### src/rtl/core/srb_pkg.sv
// Shared types and constants for the sequenced packet reorder buffer.
package srb_pkg;

    localparam int SEQ_BITS             = 31;
    localparam int WINDOW_SLOTS_DEFAULT = 16;
    localparam int EXTRA_DEPTH_DEFAULT  = 4;
    localparam int HANDLE_BITS_DEFAULT  = 32;

    typedef enum logic [1:0] {
        CMD_REG_RELIABLE = 2'd0,
        CMD_REG_BEST     = 2'd1,
        CMD_FETCH        = 2'd2
    } cmd_t;

    // Outcome of one command, plus the descriptor store accesses it needs.
    typedef struct packed {
        logic accepted;
        logic delivered;
        logic kind;
        logic rel_wr;
        logic rel_rd;
        logic ext_wr;
        logic ext_rd;
    } srb_flags_t;

endpackage

### src/rtl/core/srb_ram.sv
// Generic single-write, single-read RAM with registered read data.
module srb_ram #(
    parameter int WIDTH = 32,
    parameter int DEPTH = 16,
    localparam int AW   = (DEPTH > 1) ? $clog2(DEPTH) : 1
) (
    input  logic             aclk,
    input  logic             wr_en,
    input  logic [AW-1:0]    wr_addr,
    input  logic [WIDTH-1:0] wr_data,
    input  logic             rd_en,
    input  logic [AW-1:0]    rd_addr,
    output logic [WIDTH-1:0] rd_data
);

    logic [WIDTH-1:0] mem [DEPTH];
    logic [WIDTH-1:0] rd_data_reg;

    always_ff @(posedge aclk) begin
        if (wr_en) begin
            mem[wr_addr] <= wr_data;
        end
        if (rd_en) begin
            rd_data_reg <= mem[rd_addr];
        end
    end

    assign rd_data = rd_data_reg;

endmodule

### src/rtl/core/srb_slot_ctrl.sv
// Per-slot state, window check and command decision for the reorder buffer.
module srb_slot_ctrl import srb_pkg::*; #(
    parameter int WINDOW_SLOTS = WINDOW_SLOTS_DEFAULT,
    parameter int EXTRA_DEPTH  = EXTRA_DEPTH_DEFAULT,
    localparam int SW  = $clog2(WINDOW_SLOTS),
    localparam int EAW = $clog2(WINDOW_SLOTS * EXTRA_DEPTH)
) (
    input  logic                aclk,
    input  logic                aresetn,
    input  logic                step,
    input  logic [1:0]          cmd,
    input  logic [SEQ_BITS-1:0] packet_sequence,
    output srb_flags_t          flags,
    output logic [SEQ_BITS-1:0] cur_sequence,
    output logic [SW-1:0]       rel_addr,
    output logic [EAW-1:0]      ext_addr
);

    localparam int CW = $clog2(EXTRA_DEPTH + 1);
    localparam int HW = (EXTRA_DEPTH > 1) ? $clog2(EXTRA_DEPTH) : 1;
    localparam int PW = CW + 1;
    localparam logic [SEQ_BITS-1:0] WIN_S    = SEQ_BITS'(WINDOW_SLOTS);
    localparam logic [SEQ_BITS-1:0] SEQ_MAX  = {SEQ_BITS{1'b1}};
    localparam logic [SW:0]         WIN_W    = (SW + 1)'(WINDOW_SLOTS);
    localparam logic [SW-1:0]       SLOT_MAX = SW'(WINDOW_SLOTS - 1);
    localparam logic [CW-1:0]       CNT_FULL = CW'(EXTRA_DEPTH);
    localparam logic [PW-1:0]       DEP_P    = PW'(EXTRA_DEPTH);
    localparam logic [HW-1:0]       HEAD_MAX = HW'(EXTRA_DEPTH - 1);
    localparam logic [EAW-1:0]      DEP_E    = EAW'(EXTRA_DEPTH);

    logic          present_reg [WINDOW_SLOTS];
    logic          done_reg    [WINDOW_SLOTS];
    logic [CW-1:0] count_reg   [WINDOW_SLOTS];
    logic [HW-1:0] head_reg    [WINDOW_SLOTS];
    logic [SEQ_BITS-1:0] cur_seq_reg;
    logic [SW-1:0]       cur_slot_reg;

    logic [SEQ_BITS-1:0] diff;
    logic                in_win;
    logic [SW:0]         reg_sum;
    logic [SW-1:0]       reg_slot;
    logic [SW-1:0]       slot;
    logic                pres;
    logic                done;
    logic [CW-1:0]       count;
    logic [HW-1:0]       head;
    logic [PW-1:0]       pos_sum;
    logic [PW-1:0]       pos_mod;
    logic [HW-1:0]       pos;
    logic [HW-1:0]       head_inc;
    logic [CW-1:0]       cnt_after;
    logic [HW-1:0]       ext_idx;

    logic          present_next;
    logic          done_next;
    logic [CW-1:0] count_next;
    logic [HW-1:0] head_next;
    logic          slot_we;
    logic          cur_adv;

    assign diff     = packet_sequence - cur_seq_reg;
    assign in_win   = (packet_sequence >= cur_seq_reg) && (diff < WIN_S);
    // seq mod window, from the slot of the current sequence plus the offset
    assign reg_sum  = {1'b0, cur_slot_reg} + {1'b0, diff[SW-1:0]};
    assign reg_slot = (reg_sum >= WIN_W) ? SW'(reg_sum - WIN_W) : reg_sum[SW-1:0];
    assign slot     = (cmd == CMD_FETCH) ? cur_slot_reg : reg_slot;

    assign pres  = present_reg[slot];
    assign done  = done_reg[slot];
    assign count = count_reg[slot];
    assign head  = head_reg[slot];

    assign pos_sum  = PW'(head) + PW'(count);
    assign pos_mod  = (pos_sum >= DEP_P) ? (pos_sum - DEP_P) : pos_sum;
    assign pos      = pos_mod[HW-1:0];
    assign head_inc = (head == HEAD_MAX) ? '0 : head + HW'(1);

    always_comb begin
        flags        = '0;
        present_next = pres;
        done_next    = done;
        count_next   = count;
        head_next    = head;
        cnt_after    = count;
        ext_idx      = pos;
        slot_we      = 1'b0;
        cur_adv      = 1'b0;
        unique case (cmd)
            CMD_REG_RELIABLE: begin
                if (in_win && !pres) begin
                    present_next   = 1'b1;
                    done_next      = 1'b0;
                    slot_we        = 1'b1;
                    flags.accepted = 1'b1;
                    flags.rel_wr   = 1'b1;
                end
            end
            CMD_REG_BEST: begin
                if (in_win && (count != CNT_FULL)) begin
                    count_next     = count + CW'(1);
                    slot_we        = 1'b1;
                    flags.accepted = 1'b1;
                    flags.ext_wr   = 1'b1;
                end
            end
            CMD_FETCH: begin
                if (pres) begin
                    slot_we = 1'b1;
                    if (!done) begin
                        done_next       = 1'b1;
                        flags.delivered = 1'b1;
                        flags.rel_rd    = 1'b1;
                    end else if (count != '0) begin
                        flags.delivered = 1'b1;
                        flags.kind      = 1'b1;
                        flags.ext_rd    = 1'b1;
                        ext_idx         = head;
                        head_next       = head_inc;
                        cnt_after       = count - CW'(1);
                    end
                    count_next = cnt_after;
                    // slot drained: free it and move on
                    if (cnt_after == '0) begin
                        present_next = 1'b0;
                        done_next    = 1'b0;
                        head_next    = '0;
                        cur_adv      = 1'b1;
                    end
                end
            end
            default: ;
        endcase
    end

    always_ff @(posedge aclk) begin
        if (!aresetn) begin
            for (int i = 0; i < WINDOW_SLOTS; i++) begin
                present_reg[i] <= 1'b0;
                done_reg[i]    <= 1'b0;
                count_reg[i]   <= '0;
                head_reg[i]    <= '0;
            end
            cur_seq_reg  <= '0;
            cur_slot_reg <= '0;
        end else if (step) begin
            if (slot_we) begin
                present_reg[slot] <= present_next;
                done_reg[slot]    <= done_next;
                count_reg[slot]   <= count_next;
                head_reg[slot]    <= head_next;
            end
            if (cur_adv) begin
                cur_seq_reg <= cur_seq_reg + SEQ_BITS'(1);
                if (cur_seq_reg == SEQ_MAX || cur_slot_reg == SLOT_MAX) begin
                    cur_slot_reg <= '0;
                end else begin
                    cur_slot_reg <= cur_slot_reg + SW'(1);
                end
            end
        end
    end

    assign cur_sequence = cur_seq_reg;
    assign rel_addr     = slot;
    assign ext_addr     = EAW'(slot) * DEP_E + EAW'(ext_idx);

endmodule

### src/rtl/core/sequenced_packet_reorder_buffer_top.sv
// Top level of the sequenced packet reorder buffer.
//
// Input channel (s_*): one command word per handshake: register a reliable
// packet, register a best-effort packet, or fetch the next packet in order.
// Output channel (m_*): exactly one result word per command, in command order.
// A word is accepted on a rising edge with valid and ready both high.
// Path: an accepted command passes the input register, then the slot decision
// with descriptor RAM read, then the output register, whose contents show on m_*.
// Throughput: one word per cycle while the receiver does not stall; each command
// does a single read-modify-write of one slot's state, and the descriptor
// RAMs take one access per cycle.
// Reset (aresetn low, synchronous): all slots empty, current sequence zero,
// no result pending; usable in the first cycle after reset, no clearing pass.
// Descriptor RAMs are not cleared; only written entries are ever read.
// Receiver stall: the result is held on m_* while m_ready is low; the two
// internal stages keep filling, then s_ready drops until m_ready returns.
module sequenced_packet_reorder_buffer_top import srb_pkg::*; #(
    parameter int WINDOW_SLOTS = WINDOW_SLOTS_DEFAULT,
    parameter int EXTRA_DEPTH  = EXTRA_DEPTH_DEFAULT,
    parameter int HANDLE_BITS  = HANDLE_BITS_DEFAULT
) (
    input  logic                   aclk,
    input  logic                   aresetn,
    input  logic                   s_valid,
    output logic                   s_ready,
    input  logic [1:0]             s_cmd,
    input  logic [SEQ_BITS-1:0]    s_packet_sequence,
    input  logic [HANDLE_BITS-1:0] s_packet_descriptor,
    output logic                   m_valid,
    input  logic                   m_ready,
    output logic                   m_accepted,
    output logic                   m_delivered,
    output logic [SEQ_BITS-1:0]    m_out_sequence,
    output logic [HANDLE_BITS-1:0] m_out_descriptor,
    output logic                   m_out_kind
);

    localparam int SW  = $clog2(WINDOW_SLOTS);
    localparam int EAW = $clog2(WINDOW_SLOTS * EXTRA_DEPTH);

    logic                   a_valid_reg;
    logic [1:0]             a_cmd_reg;
    logic [SEQ_BITS-1:0]    a_seq_reg;
    logic [HANDLE_BITS-1:0] a_desc_reg;

    logic                   b_valid_reg;
    srb_flags_t             b_flags_reg;
    logic [SEQ_BITS-1:0]    b_seq_reg;

    logic                   m_valid_reg;
    logic                   m_accepted_reg;
    logic                   m_delivered_reg;
    logic [SEQ_BITS-1:0]    m_seq_reg;
    logic [HANDLE_BITS-1:0] m_desc_reg;
    logic                   m_kind_reg;

    logic                   a_adv;
    logic                   b_adv;
    srb_flags_t             flags;
    logic [SEQ_BITS-1:0]    cur_sequence;
    logic [SW-1:0]          rel_addr;
    logic [EAW-1:0]         ext_addr;
    logic [HANDLE_BITS-1:0] rel_rdata;
    logic [HANDLE_BITS-1:0] ext_rdata;

    assign b_adv   = b_valid_reg && (!m_valid_reg || m_ready);
    assign a_adv   = a_valid_reg && (!b_valid_reg || b_adv);
    assign s_ready = !a_valid_reg || a_adv;

    srb_slot_ctrl #(
        .WINDOW_SLOTS (WINDOW_SLOTS),
        .EXTRA_DEPTH  (EXTRA_DEPTH)
    ) u_slot_ctrl (
        .aclk            (aclk),
        .aresetn         (aresetn),
        .step            (a_adv),
        .cmd             (a_cmd_reg),
        .packet_sequence (a_seq_reg),
        .flags           (flags),
        .cur_sequence    (cur_sequence),
        .rel_addr        (rel_addr),
        .ext_addr        (ext_addr)
    );

    srb_ram #(
        .WIDTH (HANDLE_BITS),
        .DEPTH (WINDOW_SLOTS)
    ) u_rel_ram (
        .aclk    (aclk),
        .wr_en   (a_adv && flags.rel_wr),
        .wr_addr (rel_addr),
        .wr_data (a_desc_reg),
        .rd_en   (a_adv && flags.rel_rd),
        .rd_addr (rel_addr),
        .rd_data (rel_rdata)
    );

    srb_ram #(
        .WIDTH (HANDLE_BITS),
        .DEPTH (WINDOW_SLOTS * EXTRA_DEPTH)
    ) u_ext_ram (
        .aclk    (aclk),
        .wr_en   (a_adv && flags.ext_wr),
        .wr_addr (ext_addr),
        .wr_data (a_desc_reg),
        .rd_en   (a_adv && flags.ext_rd),
        .rd_addr (ext_addr),
        .rd_data (ext_rdata)
    );

    always_ff @(posedge aclk) begin
        if (!aresetn) begin
            a_valid_reg <= 1'b0;
            b_valid_reg <= 1'b0;
            m_valid_reg <= 1'b0;
        end else begin
            if (s_ready) begin
                a_valid_reg <= s_valid;
            end
            if (!b_valid_reg || b_adv) begin
                b_valid_reg <= a_adv;
            end
            if (!m_valid_reg || m_ready) begin
                m_valid_reg <= b_adv;
            end
        end
    end

    always_ff @(posedge aclk) begin
        if (s_valid && s_ready) begin
            a_cmd_reg  <= s_cmd;
            a_seq_reg  <= s_packet_sequence;
            a_desc_reg <= s_packet_descriptor;
        end
        if (a_adv) begin
            b_flags_reg <= flags;
            b_seq_reg   <= flags.delivered ? cur_sequence : '0;
        end
        if (b_adv) begin
            m_accepted_reg  <= b_flags_reg.accepted;
            m_delivered_reg <= b_flags_reg.delivered;
            m_seq_reg       <= b_seq_reg;
            m_kind_reg      <= b_flags_reg.kind;
            if (!b_flags_reg.delivered) begin
                m_desc_reg <= '0;
            end else if (b_flags_reg.kind) begin
                m_desc_reg <= ext_rdata;
            end else begin
                m_desc_reg <= rel_rdata;
            end
        end
    end

    assign m_valid          = m_valid_reg;
    assign m_accepted       = m_accepted_reg;
    assign m_delivered      = m_delivered_reg;
    assign m_out_sequence   = m_seq_reg;
    assign m_out_descriptor = m_desc_reg;
    assign m_out_kind       = m_kind_reg;

`ifndef SYNTH
    a_no_accept_and_deliver: assert property (@(posedge aclk) disable iff (!aresetn)
        a_adv |-> !(flags.accepted && flags.delivered))
        else $error("command both stored and delivered a word");

    a_one_ram_access: assert property (@(posedge aclk) disable iff (!aresetn)
        a_adv |-> $countones({flags.rel_wr, flags.rel_rd, flags.ext_wr, flags.ext_rd}) <= 1)
        else $error("more than one descriptor access for one command");

    a_stage_held_on_stall: assert property (@(posedge aclk) disable iff (!aresetn)
        (b_valid_reg && m_valid_reg && !m_ready) |=> (b_valid_reg && $stable(b_flags_reg)))
        else $error("pending word lost while output stalled");

    a_advance_on_fetch: assert property (@(posedge aclk) disable iff (!aresetn)
        ($past(aresetn) && !$stable(cur_sequence)) |-> $past(a_adv && flags.delivered))
        else $error("current sequence moved without a delivering fetch");
`endif

endmodule

### config.mk
export PLATFORM = sky130hd
export DESIGN_NAME = sequenced_packet_reorder_buffer_top
export DESIGN_NICKNAME = d
export VERILOG_FILES = /design/src/rtl/core/srb_pkg.sv /design/src/rtl/core/srb_ram.sv /design/src/rtl/core/srb_slot_ctrl.sv /design/src/rtl/core/sequenced_packet_reorder_buffer_top.sv
export SDC_FILE = /design/constraint.sdc
export NUM_CORES = 2
export LEC_CHECK = 0
export BUFFER_PORTS_ARGS = -buffer_cell sky130_fd_sc_hd__buf_2
export CORE_ASPECT_RATIO = 0.6
export CORE_MARGIN = 2
export CORE_UTILIZATION = 63
export DETAILED_ROUTE_END_ITERATION = 8
export PLACE_DENSITY_LB_ADDON = 0.05
export SYNTH_ARGS = -nofsm -noshare
export SYNTH_HDL_FRONTEND = slang
export SYNTH_SLANG_ARGS = --single-unit
### constraint.sdc
create_clock -name aclk -period 8 [get_ports aclk]
set_input_delay 1.6 -clock aclk [delete_from_list [all_inputs] [get_ports aclk]]
set_output_delay 1.6 -clock aclk [all_outputs]
set_load 0.005 [all_outputs]
==> qor.yml <==
grt_usage_pct: 37.2
rr_worst_depth: 21
grt_antenna_before_repair: 14
p_total_uw: 36200
setup_ws_ps: 400
grt_pass1_vias: 61237
cp_data_arrival_time_ps: 8140
worst-setup-path-type: "reg2reg"
r2r_slack_ps: 400
cts_setup_buffers: 0
synth_edf_count: 2869
clock_latency_ps: 870
critPathLaunch: "u_slot_ctrl.cur_sequence[0]$_SDFFE_PN0P_"
p_leak_uw: 0.0437
syn_nets: 6469
num_rows: 121
cpMostUsedCell: "mux2i_1"
clockRootBuffer: "clkbuf_16"
vias: 66083
hold_viol_final: 0
crit_family: "multiplexers"
multiInputGateArea_um2: 26000
n_fill_cell: 11088
start_kind: "flip-flop"
synthesis.area_um2: 114000
synth_seq_cells: 2939
worstPathCellList: "ha_1, fa_1, fa_1, xor2_1, o21ai_4, mux2i_1, mux2i_1, mux2_2, mux2i_1, ha_1, inv_1, o211ai_1, inv_1, mux2i_4, nor2_2, buf_4, nand2_2, buf_4, o22ai_1, nor4_1, nand4_1"
setup_tns_ps: 0
cpMaxStageDelayCell: "nor4_1"
finalNetCount: 6915
setup_viol: 0
dr.pass1.iters: 6
cts_tree: "yes"
post-route-period-util_pct: 95.0
avgSynthCellArea_um2: 18.0
routed-wl-met3_um: 53100
grt_overflow: 0
vdd_drop_max_uv: 268
status: "finished clean"
path_buf_inv: 4
start_util_pct: 63.3
met1_length_um: 139000
portBuffers: 136
r2r_end: "u_ext_ram.rd_data[7]$_DFFE_PP_"
slowest_delay_ps: 680
die-area_um2: 185000
drt_iter0_drc: 12362
relSlewSlack_pct: 9.36
ctsHtreeMaxLevel: 5
seqCellArea_um2: 87600
skew_ps: 67.8
fp.dieH_um: 334
drtAntennaViolNets: 0
finalMaxSlewViolations: 0
synthArstFlopShare_pct: 0
placed_area_um2: 121000
design_area_um2: 129000
ys.flop_type: "edfxtp_1"
hold_path_class: "reg2reg"
setup.worst_path.end: "u_ext_ram.rd_data[7]$_DFFE_PP_"
ys_warn_count: 0
drt-total-wl_um: 346000
coreArea_um2: 181000
cap_violations: 0
viasPerCell: 7.03
die_x_um: 554
wire_per_inst_um: 36.8
clock_sinks: 2939
tightest_slew_ps: 1350
netlist_instances: 6352
syn_to_final_growth_pct: 12.8
path_depth: 21
pre_cts_ws_ps: 674
grt_max_degree: 103
cp.required_ps: 8540
place_congestion: 0.928
layout-drive-gt1-share_pct: 16.7
hpwl_um: 208000
grt_setup_unrepaired: "false"
ys_seq_area_share_pct: 76.5
cts_made_buffers: 269
ys_types: 78
drc: 0
pin_count: 137
top_layer: "met5"
end_kind: "flip-flop"
cts.clk_slew.worst_paths_ps: 70
power.density_nw_per_um2: 280
fmaxAchievable_mhz: 132
wl_met2_um: 142000
ctsHoldBuffers: 0
holdCritStartpoint: "b_seq_reg[30]$_SDFFCE_PN0P_"
largest_register_ffs: 2048
fin_crit_ps: 7600
timing.rr.start: "u_slot_ctrl.cur_sequence[0]$_SDFFE_PN0P_"
crit_fanout: 17
post_cts_resized: 0
clockBufferDepth: 4
grt_pass1_wl_um: 477000
==> layout make-up <==
class	count	share of cell area [%]
antenna	5	0.00969
clock buffer	338	5.51
clock inverter	131	0.866
inverter	59	0.172
multi-input combinational	3021	20.1
sequential	2939	67.8
tap	2398	2.32
timing repair buffer	508	3.17
==> layer usage <==
layer  global-route usage (%)  vias up
li1                         -    26501
met1                     58.8    33592
met2                     50.1     5320
met3                     10.7      654
met4                     11.3       16
met5                        0        -
==> cell usage in the layout (no fill, tap or decap), types with 48 or more instances in the layout <==
cell       count
o22ai_1      515
clkinv_1      50
clkbuf_1      61
nor4_1       136
dfxtp_1       70
nor2_1       113
a21oi_1       49
nor2_4        66
and2_1        66
mux2i_1     1122
nand2_1      183
inv_1         59
buf_4        323
nand4_1       60
buf_2        136
edfxtp_1    2869
and3_1        48
nor2b_1       57
buf_12        49
clkbuf_16    273
mux4_2       144
==> worst min-delay path by stage <==
| stage | end | slack, ps | cells past startpoint |
|---|---|---|---|
| final | m_out_sequence[30]$_DFFE_PP_ | 410 | 0 |
| after floorplan | m_accepted$_DFFE_PP_ | 400 | 0 |
| after global routing | m_out_sequence[23]$_DFFE_PP_ | 420 | 0 |
| after detailed placement | m_out_sequence[23]$_DFFE_PP_ | 400 | 0 |
| after CTS | m_out_sequence[30]$_DFFE_PP_ | 400 | 0 |
| after global placement | m_out_sequence[7]$_DFFE_PP_ | 400 | 0 |
==> power by group <==
part	internal, µW	leakage (µW)	switching (µW)
logic	2590	0.0132	4000
registers	17100	0.0265	43.0
clock network	6830	0.00403	5610
==> cell usage after synthesis (60+ instances only) <==
cell type,number,area share [%]
mux2i_1,1123,9.8
nand4_1,60,0.33
nor2_1,179,0.59
mux4_2,144,2.8
buf_2,143,0.63
nor4_1,136,0.74
nand2_1,199,0.65
and2_1,66,0.36
nand3_1,60,0.26
edfxtp_1,2869,75
o22ai_1,515,2.8
clkbuf_1,155,0.51
dfxtp_1,70,1.2
==> worst reg2reg max path, stage by stage, from the launching register on <==
cell	delay (ps)
dfxtp_1	420
ha_1	240
fa_1	470
fa_1	430
xor2_1	220
o21ai_4	640
mux2i_1	280
mux2i_1	140
mux2_2	330
mux2i_1	410
ha_1	330
inv_1	100
o211ai_1	240
inv_1	180
mux2i_4	480
nor2_2	220
buf_4	230
nand2_2	500
buf_4	470
o22ai_1	120
nor4_1	680
nand4_1	180
==> stage by stage <==
stage                     hold slack, ps  util [%]  instances
after detailed placement             405      66.8       8925
after floorplan                      400         -       6352
after global routing                 422      71.3       9394
final                                406      71.3       9399
after global placement               401      66.8       8925
after CTS                            404      71.3       9394
==> cells by family after synthesis <==
logic type                 after synthesis  synth area share [%]
AOI/OAI and AO/OA                      771                  4.39
xor gates and xnor gates                46                 0.365
adders and majority gates               48                 0.538
buffers and inverters                  392                  1.49
DFF                                   2939                  76.5
muxes                                 1277                  12.8
and+or+nand+nor                        879                  3.95
Note: power is estimated with default switching activity, not from simulation.
